**config.mk**
```make
export PLATFORM = sky130hd
export DESIGN_NAME = video_dot_timing_scroll_address
export DESIGN_NICKNAME = d
export VERILOG_FILES = /design/src/vdts_pkg.sv /design/src/vdts_timing.sv /design/src/vdts_scroll.sv /design/src/video_dot_timing_scroll_address.sv
export SDC_FILE = /design/constraint.sdc
export NUM_CORES = 1
export LEC_CHECK = 0
export BUFFER_PORTS_ARGS = -buffer_cell sky130_fd_sc_hd__buf_2
export CAP_MARGIN = 40
export CORE_MARGIN = 1.5
export CORE_UTILIZATION = 56
export DETAILED_ROUTE_END_ITERATION = 6
export PLACE_DENSITY = 0.87
export RECOVER_POWER = 25
export SYNTH_ARGS = -nofsm -noshare
export SYNTH_HDL_FRONTEND = slang
export SYNTH_HIERARCHICAL = 1
export SYNTH_SLANG_ARGS = --single-unit
```
**constraint.sdc**
```tcl
create_clock -name aclk -period 4.2 [get_ports aclk]
set_clock_uncertainty 0.2 [all_clocks]
set_input_delay 0 -clock aclk [delete_from_list [all_inputs] [get_ports aclk]]
set_output_delay 0 -clock aclk [all_outputs]
set_load 0.005 [all_outputs]
```
**src/vdts_pkg.sv**
```systemverilog
// ----------------------------------------------------------------------------
// vdts_pkg
// Shared widths, timing constants and decode types for the scroll counter.
// ----------------------------------------------------------------------------
package vdts_pkg;

    localparam int CNT_W  = 9;
    localparam int ADDR_W = 15;
    localparam int VADR_W = 14;

    localparam logic [CNT_W-1:0] DOT_LAST        = 9'd340;
    localparam logic [CNT_W-1:0] LINE_LAST       = 9'd261;
    localparam logic [CNT_W-1:0] LINE_VIS_LAST   = 9'd239;
    localparam logic [CNT_W-1:0] LINE_VBLANK     = 9'd241;
    localparam logic [CNT_W-1:0] DOT_VBLANK      = 9'd1;
    localparam logic [CNT_W-1:0] DOT_Y_STEP      = 9'd256;
    localparam logic [CNT_W-1:0] DOT_H_COPY      = 9'd257;
    localparam logic [CNT_W-1:0] DOT_PREFETCH    = 9'd337;
    localparam logic [CNT_W-1:0] DOT_V_COPY_LO   = 9'd280;
    localparam logic [CNT_W-1:0] DOT_V_COPY_HI   = 9'd304;

    localparam logic [ADDR_W-1:0] MASK_HORIZ = 15'h041F;
    localparam logic [ADDR_W-1:0] MASK_VERT  = 15'h7BE0;

    localparam logic [4:0] ROW_TOGGLE = 5'd29;
    localparam logic [4:0] ROW_WRAP   = 5'd31;

    localparam logic [VADR_W-1:0] ATTR_BASE = 14'h23C0;

    // Address update requests decoded from the dot position.
    typedef struct packed {
        logic x_step;
        logic y_step;
        logic h_copy;
        logic v_copy;
    } addr_ops_t;

endpackage

```
**src/vdts_timing.sv**
```systemverilog
// ----------------------------------------------------------------------------
// vdts_timing
// Dot/line counter advance, vblank flag and address-op decode.
// ----------------------------------------------------------------------------
module vdts_timing (
    input  logic [vdts_pkg::CNT_W-1:0] dot,
    input  logic [vdts_pkg::CNT_W-1:0] line,
    input  logic                       vblank,
    input  logic                       render,
    output logic [vdts_pkg::CNT_W-1:0] dot_next,
    output logic [vdts_pkg::CNT_W-1:0] line_next,
    output logic                       vbl_next,
    output logic                       nmi,
    output logic                       frame_end,
    output vdts_pkg::addr_ops_t        ops
);
    import vdts_pkg::*;

    logic visible;
    logic prerender;
    logic fetch_dot;

    assign visible   = (line <= LINE_VIS_LAST);
    assign prerender = (line == LINE_LAST);
    // coarse X ticks every 8th dot from 8 to 248; no dot of 337..340 is a multiple of 8
    assign fetch_dot = (dot != '0) && (dot[2:0] == 3'd0)
                     && ((dot < DOT_Y_STEP) || (dot >= DOT_PREFETCH));

    always_comb begin
        ops.x_step = render && visible && fetch_dot;
        ops.y_step = render && visible && (dot == DOT_Y_STEP);
        ops.h_copy = render && visible && (dot == DOT_H_COPY);
        ops.v_copy = render && prerender
                   && (dot >= DOT_V_COPY_LO) && (dot <= DOT_V_COPY_HI);
    end

    always_comb begin
        nmi      = 1'b0;
        vbl_next = vblank;
        if ((line == LINE_VBLANK) && (dot == DOT_VBLANK) && !vblank) begin
            vbl_next = 1'b1;
            nmi      = 1'b1;
        end else if (prerender && (dot == DOT_VBLANK)) begin
            vbl_next = 1'b0;
        end
    end

    always_comb begin
        frame_end = 1'b0;
        dot_next  = dot + 9'd1;
        line_next = line;
        if (dot >= DOT_LAST) begin
            dot_next = '0;
            if (line >= LINE_LAST) begin
                line_next = '0;
                frame_end = 1'b1;
            end else begin
                line_next = line + 9'd1;
            end
        end
    end

endmodule

```
**src/vdts_scroll.sv**
```systemverilog
// ----------------------------------------------------------------------------
// vdts_scroll
// Scroll address stepping and reload from the temporary address.
// ----------------------------------------------------------------------------
module vdts_scroll (
    input  logic [vdts_pkg::ADDR_W-1:0] addr,
    input  logic [vdts_pkg::ADDR_W-1:0] temp,
    input  vdts_pkg::addr_ops_t         ops,
    output logic [vdts_pkg::ADDR_W-1:0] addr_next
);
    import vdts_pkg::*;

    logic [ADDR_W-1:0] x_addr;
    logic [ADDR_W-1:0] y_addr;

    // coarse X: wrap at 31 and flip horizontal nametable
    always_comb begin
        x_addr = addr;
        if (addr[4:0] == 5'h1F) begin
            x_addr[4:0] = '0;
            x_addr[10]  = ~addr[10];
        end else begin
            x_addr[4:0] = addr[4:0] + 5'd1;
        end
    end

    // fine Y carries into coarse Y; row 29 flips vertical nametable
    always_comb begin
        y_addr = addr;
        if (addr[14:12] != 3'h7) begin
            y_addr[14:12] = addr[14:12] + 3'd1;
        end else begin
            y_addr[14:12] = '0;
            if (addr[9:5] == ROW_TOGGLE) begin
                y_addr[9:5] = '0;
                y_addr[11]  = ~addr[11];
            end else if (addr[9:5] == ROW_WRAP) begin
                y_addr[9:5] = '0;
            end else begin
                y_addr[9:5] = addr[9:5] + 5'd1;
            end
        end
    end

    always_comb begin
        addr_next = addr;
        if (ops.x_step) begin
            addr_next = x_addr;
        end else if (ops.y_step) begin
            addr_next = y_addr;
        end else if (ops.h_copy) begin
            addr_next = (addr & ~MASK_HORIZ) | (temp & MASK_HORIZ);
        end else if (ops.v_copy) begin
            addr_next = (addr & ~MASK_VERT) | (temp & MASK_VERT);
        end
    end

endmodule

```
**src/video_dot_timing_scroll_address.sv**
```systemverilog
// ----------------------------------------------------------------------------
// video_dot_timing_scroll_address
// Dot-rate raster timing and tile scroll address counter.
// ----------------------------------------------------------------------------
// One input beat is one video dot and yields exactly one output beat. A beat
// lands in an input register; when it advances, the dot/line counters, the
// vblank flag and the scroll address update while the result is loaded into
// the output register that drives m_tvalid. Throughput is one dot per clock
// while m_tready stays high. The rate is set by the update of the counter
// and address state, which every dot reads back. While a result waits for
// m_tready the empty input register still takes one beat, then s_tready
// drops; a stalled consumer costs no bubble once it resumes. With
// render_enable low the address holds, but counters and vblank keep running.
// m_tlast marks the last dot of a frame (line 261, dot 340).
// ----------------------------------------------------------------------------
module video_dot_timing_scroll_address (
    input  logic        aclk,
    input  logic        aresetn,
    input  logic        s_tvalid,
    output logic        s_tready,
    // [0] render_enable, [15:1] scroll_temp
    input  logic [15:0] s_tdata,
    output logic        m_tvalid,
    input  logic        m_tready,
    // [8:0] dot_index, [17:9] line_index, [32:18] vram_address,
    // [46:33] tile_address, [60:47] attribute_address, [61] in_vblank,
    // [62] nmi_pulse, [63] zero
    output logic [63:0] m_tdata,
    output logic        m_tlast
);
    import vdts_pkg::*;

    // input stage
    logic              in_valid_reg;
    logic              render_reg;
    logic [ADDR_W-1:0] temp_reg;

    // raster and scroll state
    logic [CNT_W-1:0]  dot_reg;
    logic [CNT_W-1:0]  line_reg;
    logic [ADDR_W-1:0] addr_reg;
    logic              vblank_reg;

    // output stage
    logic              out_valid_reg;
    logic [CNT_W-1:0]  out_dot_reg;
    logic [CNT_W-1:0]  out_line_reg;
    logic [ADDR_W-1:0] out_addr_reg;
    logic              out_vblank_reg;
    logic              out_nmi_reg;
    logic              out_last_reg;

    logic              advance;
    logic [CNT_W-1:0]  dot_next;
    logic [CNT_W-1:0]  line_next;
    logic [ADDR_W-1:0] addr_next;
    logic              vbl_next;
    logic              nmi;
    logic              frame_end;
    addr_ops_t         ops;

    logic [VADR_W-1:0] nt_addr;
    logic [VADR_W-1:0] at_addr;

    assign advance  = in_valid_reg && (!out_valid_reg || m_tready);
    assign s_tready = !in_valid_reg || advance;

    vdts_timing u_timing (
        .dot       (dot_reg),
        .line      (line_reg),
        .vblank    (vblank_reg),
        .render    (render_reg),
        .dot_next  (dot_next),
        .line_next (line_next),
        .vbl_next  (vbl_next),
        .nmi       (nmi),
        .frame_end (frame_end),
        .ops       (ops)
    );

    vdts_scroll u_scroll (
        .addr      (addr_reg),
        .temp      (temp_reg),
        .ops       (ops),
        .addr_next (addr_next)
    );

    // control state
    always_ff @(posedge aclk) begin
        if (!aresetn) begin
            in_valid_reg  <= 1'b0;
            out_valid_reg <= 1'b0;
            dot_reg       <= '0;
            line_reg      <= '0;
            addr_reg      <= '0;
            vblank_reg    <= 1'b0;
        end else begin
            if (s_tvalid && s_tready) begin
                in_valid_reg <= 1'b1;
            end else if (advance) begin
                in_valid_reg <= 1'b0;
            end
            if (advance) begin
                out_valid_reg <= 1'b1;
                dot_reg       <= dot_next;
                line_reg      <= line_next;
                addr_reg      <= addr_next;
                vblank_reg    <= vbl_next;
            end else if (m_tready) begin
                out_valid_reg <= 1'b0;
            end
        end
    end

    // payload
    always_ff @(posedge aclk) begin
        if (s_tvalid && s_tready) begin
            render_reg <= s_tdata[0];
            temp_reg   <= s_tdata[15:1];
        end
        if (advance) begin
            out_dot_reg    <= dot_reg;
            out_line_reg   <= line_reg;
            out_addr_reg   <= addr_next;
            out_vblank_reg <= vbl_next;
            out_nmi_reg    <= nmi;
            out_last_reg   <= frame_end;
        end
    end

    // nametable byte and its attribute byte
    assign nt_addr = {2'b10, out_addr_reg[11:0]};
    assign at_addr = ATTR_BASE | {2'b00, out_addr_reg[11:10], 10'b0}
                   | {8'b0, out_addr_reg[9:7], out_addr_reg[4:2]};

    assign m_tvalid = out_valid_reg;
    assign m_tlast  = out_last_reg;
    assign m_tdata  = {1'b0, out_nmi_reg, out_vblank_reg, at_addr, nt_addr,
                       out_addr_reg, out_line_reg, out_dot_reg};

endmodule

```
* Word-level counts from Yosys, hierarchy flattened *
Index checks and enable logic that the tools add are counted.

word-level totals
  bits of input ports = 20
  word-level logic and storage cells = 87
  output and inout bits = 67
  bits in read-only memories = 0
  memory bits (writable) = 0
  memories = 0
  register bits = 88
  bits in latches = 0

cells by class
  shift-type cells = 0
  multipliers = 0
  add/sub/neg operators = 5
  magnitude comparators = 7
  equality and inequality tests = 9
  divide/modulo/power cells = 0
  reductions and logical operators = 25
  multiplexer cells = 22
  bitwise operators = 5

operators by type and width
  kind                   number
  $mux W15               4
  $ge A9 B9 Y1 const B   4
  $eq A9 B9 Y1 const B   3
  $mux W5                4
  $add A9 B1 Y9 const B  2
  $mux W9                2
  $eq A5 B5 Y1 const B   3
  $or A11 B15 Y15        1
  $or A15 B11 Y15        1
  $logic_and A1 B1 Y1    14
  $or A14 B6 Y14         1
  $mux W1                11
  $add A5 B1 Y5 const B  2
  $eq A9 B1 Y1 const B   1
  $eq A9 B8 Y1 const B   1
  $le A9 B8 Y1 const B   1
  $le A9 B9 Y1 const B   1
  $lt A9 B9 Y1 const B   1
  $reduce_bool A9 Y1     1
  $reduce_bool A2 Y1     2
  $add A3 B1 Y3 const B  1
  $logic_not A1 Y1       3
  $logic_not A3 Y1       1
  $logic_or A1 B1 Y1     3
  other kinds (4)        5

* Logic depth before layout (Yosys ltp) *
  depth after elaboration = 8
  gate-level depth with buffers = 13
  gate-level depth less buffers = 12

* Hierarchy *
Netlist, hierarchy kept.

by module, submodules not included
  module                           cells each  times used  seq. area each (µm²)  area an instance (µm²)
  video_dot_timing_scroll_address  242         1           2,282.2               3,245.6
  vdts_timing                      109         1           0.0                   691.9
  vdts_scroll                      101         1           0.0                   685.7

* Worst setup path before layout *
Ideal clock, no wire load.

  path type = register -> register
  from = reg line_reg[4]
  to = reg out_addr_reg[8] (data pin)
  required time = 3,738 ps
  data arrival time = 2,764 ps
  slack = 974 ps
  path buffers = 2
  stages on the path, launching flop included = 11
  clock period less this slack = 3,226 ps
  setup time = 262 ps
  path through = dfxtp_1 > buf_6 > or4_4 > or3_1 > or4_1 > a311oi_2 > nand2b_1 > clkbuf_1 > or4_1 > a22oi_1 > nor3_1

RTL lines
  what                    RTL line                                source
  from (decl)             video_dot_timing_scroll_address.sv:40   logic [CNT_W-1:0] line_reg;
  from (signal assigned)  video_dot_timing_scroll_address.sv:106  line_reg <= line_next;
  to (signal assigned)    video_dot_timing_scroll_address.sv:124  out_addr_reg <= addr_next;
  to (decl)               video_dot_timing_scroll_address.sv:48   logic [ADDR_W-1:0] out_addr_reg;

==> flow_summary_export.csv <==
group,metric,value,unit
finish,layoutNonFillerInstCount,622,
timing,setup_tns,0,ns
logic_synthesis,ys_warn_count,6,
logic_synthesis,synth_largest_area_cell,"edfxtp_1",
clock_tree,cts_tree,"built",
drt,route.detailed.drc,0,
finish,drive_gt1_frac,0.2038,
power_and_ir_drop,finalPower,1.677,mW
finish,fin_area,5274,µm²
floorplan,core.rowCount,32,
timing,tightest_slew,0.8486,ns
global_routing,grt_pass1_wl,14.41,mm
drt,dr_wl_met3,650,µm
placed_design,port-buffer-count,77,
setup_path,crit_end,"addr_reg[8]$_SDFFE_PN0P_",
drt,met2_length,4.471,mm
drt,vias,3518,
setup_path,worstPathMaxFanout,11,
clock_tree,cts_buffer_depth,2,
timing,holdWs,0.1453,ns
logic_synthesis,synthCells,452,
timing,rsz0062_at_grt,"false",
timing,slew_headroom,0.4343,
logic_synthesis,synth_ff_type,"edfxtp_1",
clock_tree,post_cts_buffers,0,
logic_synthesis,synth_edf_count,52,
setup_path,critical_path_arrival,3.54,ns
global_routing,antenna_found_initial,0,
logic_synthesis,synth_common_cells,"nand2_1 (83), edfxtp_1 (52), mux2i_1 (42), dfxtp_1 (36), buf_4 (32)",
drt,maxUsedRoutingLayer,"met4",
placed_design,dp_slack,0.7946,ns
run_status,status,"complete, no violations",
finish,nFillCells,611,
drt,ant_nets,0,
floorplan,die_area,8810,µm²
timing,slew_viol_final,0,
setup_path,worstPathRequired,4.24,ns
drt,drt_iter0_markers,271,
setup_path,worstSetupStartpoint,"line_reg[4]$_SDFFE_PN0P_",
clock_tree,clk_pin_slew_worst_paths,0.08,ns
logic_synthesis,synth_top_area_share,0.3378,
power_and_ir_drop,p_leak,1.965,nW
clock_tree,cts_htree_levels,3,
logic_synthesis,synth_seq_cells,88,
logic_synthesis,synth_area_leaders,"edfxtp_1 (34%), dfxtp_1 (16%), mux2i_1 (9.1%), nand2_1 (6.7%), buf_4 (5.2%)",
global_routing,grtUsageTotal,0.2114,
setup_path,reg2reg_slack,0.69,ns
setup_path,rr_endpoint,"addr_reg[8]$_SDFFE_PN0P_",
finish,area_growth,14.07,%
clock_tree,cts_made_buffers,9,
floorplan,start_util,0.5891,
global_routing,grt-ovfl-total,0,
drt,drtPass1Iterations,5,
timing,fin_crit_sh,0.8353,
clock_tree,cts_resized,0,
hold_path,hold_path.class,"input pin to register",
floorplan,die_width,93.86,µm
clock_tree,clock-sinks,88,
finish,multi_input_area,1952,µm²
logic_synthesis,avgSynthCellArea,10.23,µm²
timing,fmax,285.0,MHz
logic_synthesis,syn-cell-area,4623,µm²
global_routing,grt_pass1_vias,3133,
finish,ff_latch_area,2282,µm²
finish,diodes,0,
setup_path,reg2regPathDepth,10,
clock_tree,ctsHoldBuffers,22,
floorplan,die_h,93.86,µm
floorplan,core-area,7848,µm²
power_and_ir_drop,power_density,318.1,nW/µm²
drt,wl_met1,3.769,mm
global_routing,grt_max_degree,41,
power_and_ir_drop,peakVddDrop,208.3,µV
clock_tree,clk_latency,0.35,ns
finish,nets,547,
setup_path,r2r_start,"line_reg[4]$_SDFFE_PN0P_",
timing,setup_viol,0,
setup_path,start_kind,"register",
placed_design,gp_congestion,0.9251,
drt,avgViaCountPerCell,5.656,
timing,fin_ws,0.6918,ns
job,max_cap_violations,0,
clock_tree,clockRootBuffer,"clkbuf_8",
logic_synthesis,ys_seq_area_frac,0.4936,
setup_path,crit_type,"register to register",
floorplan,io_pins,87,
timing,hold_viol,0,
logic_synthesis,synth_most_common_cell,"nand2_1",
setup_path,crit_path_end_kind,"register",
timing,fin_crit,3.508,ns
placed_design,placed_cells,584,
logic_synthesis,postSynth.asyncResetShare,0,
placed_design,post_dp_cell_area,4848,µm²
drt,drt_wl_total,9.050,mm
drt,routedWlPerCell,14.55,µm
finish,utilization,0.6720,
logic_synthesis,yosysUniqueCellTypes,59,
placed_design,hpwl,5.922,mm
[layout make-up]
class | count | share of cell area
repair buffers | 103 | 0.1267
well taps | 102 | 0.02420
inverters | 9 | 0.006406
clock inverters | 7 | 0.01637
clock buffers | 9 | 0.02349
flip-flops and latches | 88 | 0.4327
multi-input cells | 304 | 0.3701
[placed cells by master, fill, tap and decap left out, types with 3 or more instances in the layout]
cell | netlist | final
clkbuf_8 | 0 | 9
dfxtp_1 | 36 | 36
edfxtp_1 | 52 | 52
conb_1 | 2 | 9
ha_1 | 12 | 12
nand3b_1 | 5 | 5
clkbuf_1 | 17 | 4
xnor2_1 | 3 | 3
xor2_1 | 4 | 4
inv_1 | 9 | 9
or4_1 | 5 | 5
nor4_1 | 3 | 3
nor2b_1 | 8 | 8
nand2b_1 | 3 | 3
nand2_1 | 83 | 83
and3_2 | 3 | 3
buf_2 | 3 | 73
o211ai_1 | 3 | 3
nand3_1 | 10 | 10
buf_12 | 0 | 3
nor3_1 | 4 | 4
dlygate4sd3_1 | 0 | 22
a21oi_1 | 11 | 11
nor2_1 | 20 | 20
o22ai_1 | 4 | 4
and2_1 | 3 | 3
a22o_1 | 4 | 4
o21ai_0 | 17 | 17
and3_1 | 6 | 6
mux2i_1 | 42 | 42
or3_1 | 4 | 4
a22oi_1 | 7 | 7
[power breakdown]
| group | switching [mW] | internal [mW] | leakage, nW |
|---|---|---|---|
| Combinational | 0.0556 | 0.0547 | 1.09 |
| Clock | 0.285 | 0.330 | 0.108 |
| Sequential | 0.0124 | 0.940 | 0.770 |
| Total | 0.353 | 1.32 | 1.97 |
[cell families (layout without fill, tap and decap cells)]
family	Yosys count	in the layout	share of synthesized area
AO/OA/AOI/OAI	63	63	0.09147
XOR/XNOR	7	7	0.01326
adder cells (fa/ha/maj)	12	12	0.03248
buffers and inverters	67	128	0.09093
flip-flops	88	88	0.4936
multiplexers	44	44	0.09662
other	2	9	0.001624
AND/OR/NAND/NOR	169	169	0.1800
[how the worst min path moves through the flow]
| stage | from | endpoint | slack (ns) | cells after the start |
|---|---|---|---|---|
| after floorplan | m_tready | s_tready | -0.10 | 2 |
| after global placement | s_tdata[7] | temp_reg[6]$_DFFE_PP_ | -0.02 | 1 |
| after detailed placement | s_tdata[9] | temp_reg[8]$_DFFE_PP_ | -0.02 | 1 |
| after CTS | s_tdata[9] | temp_reg[8]$_DFFE_PP_ | 0.12 | 2 |
| after global routing | s_tdata[10] | temp_reg[9]$_DFFE_PP_ | 0.14 | 2 |
| final | s_tdata[9] | temp_reg[8]$_DFFE_PP_ | 0.15 | 2 |
[routing by layer]
metal,up-vias,GRT usage
met2,164,0.3575
met1,1651,0.2647
met4,0,0.07711
li1,1684,-
met5,-,0
met3,19,0.04773
[critical path: stages, from the launching register on]
cell and delay (ns):
dfxtp_1 0.41, or4_4 0.55, or3_1 0.37, or4_1 0.45, a311oi_2 0.26, nand2b_1 0.26
or4_1 0.46, a22oi_1 0.20, nor3_1 0.09, nand2_1 0.08, mux2i_1 0.07
Note: power is estimated with default switching activity, not from simulation.
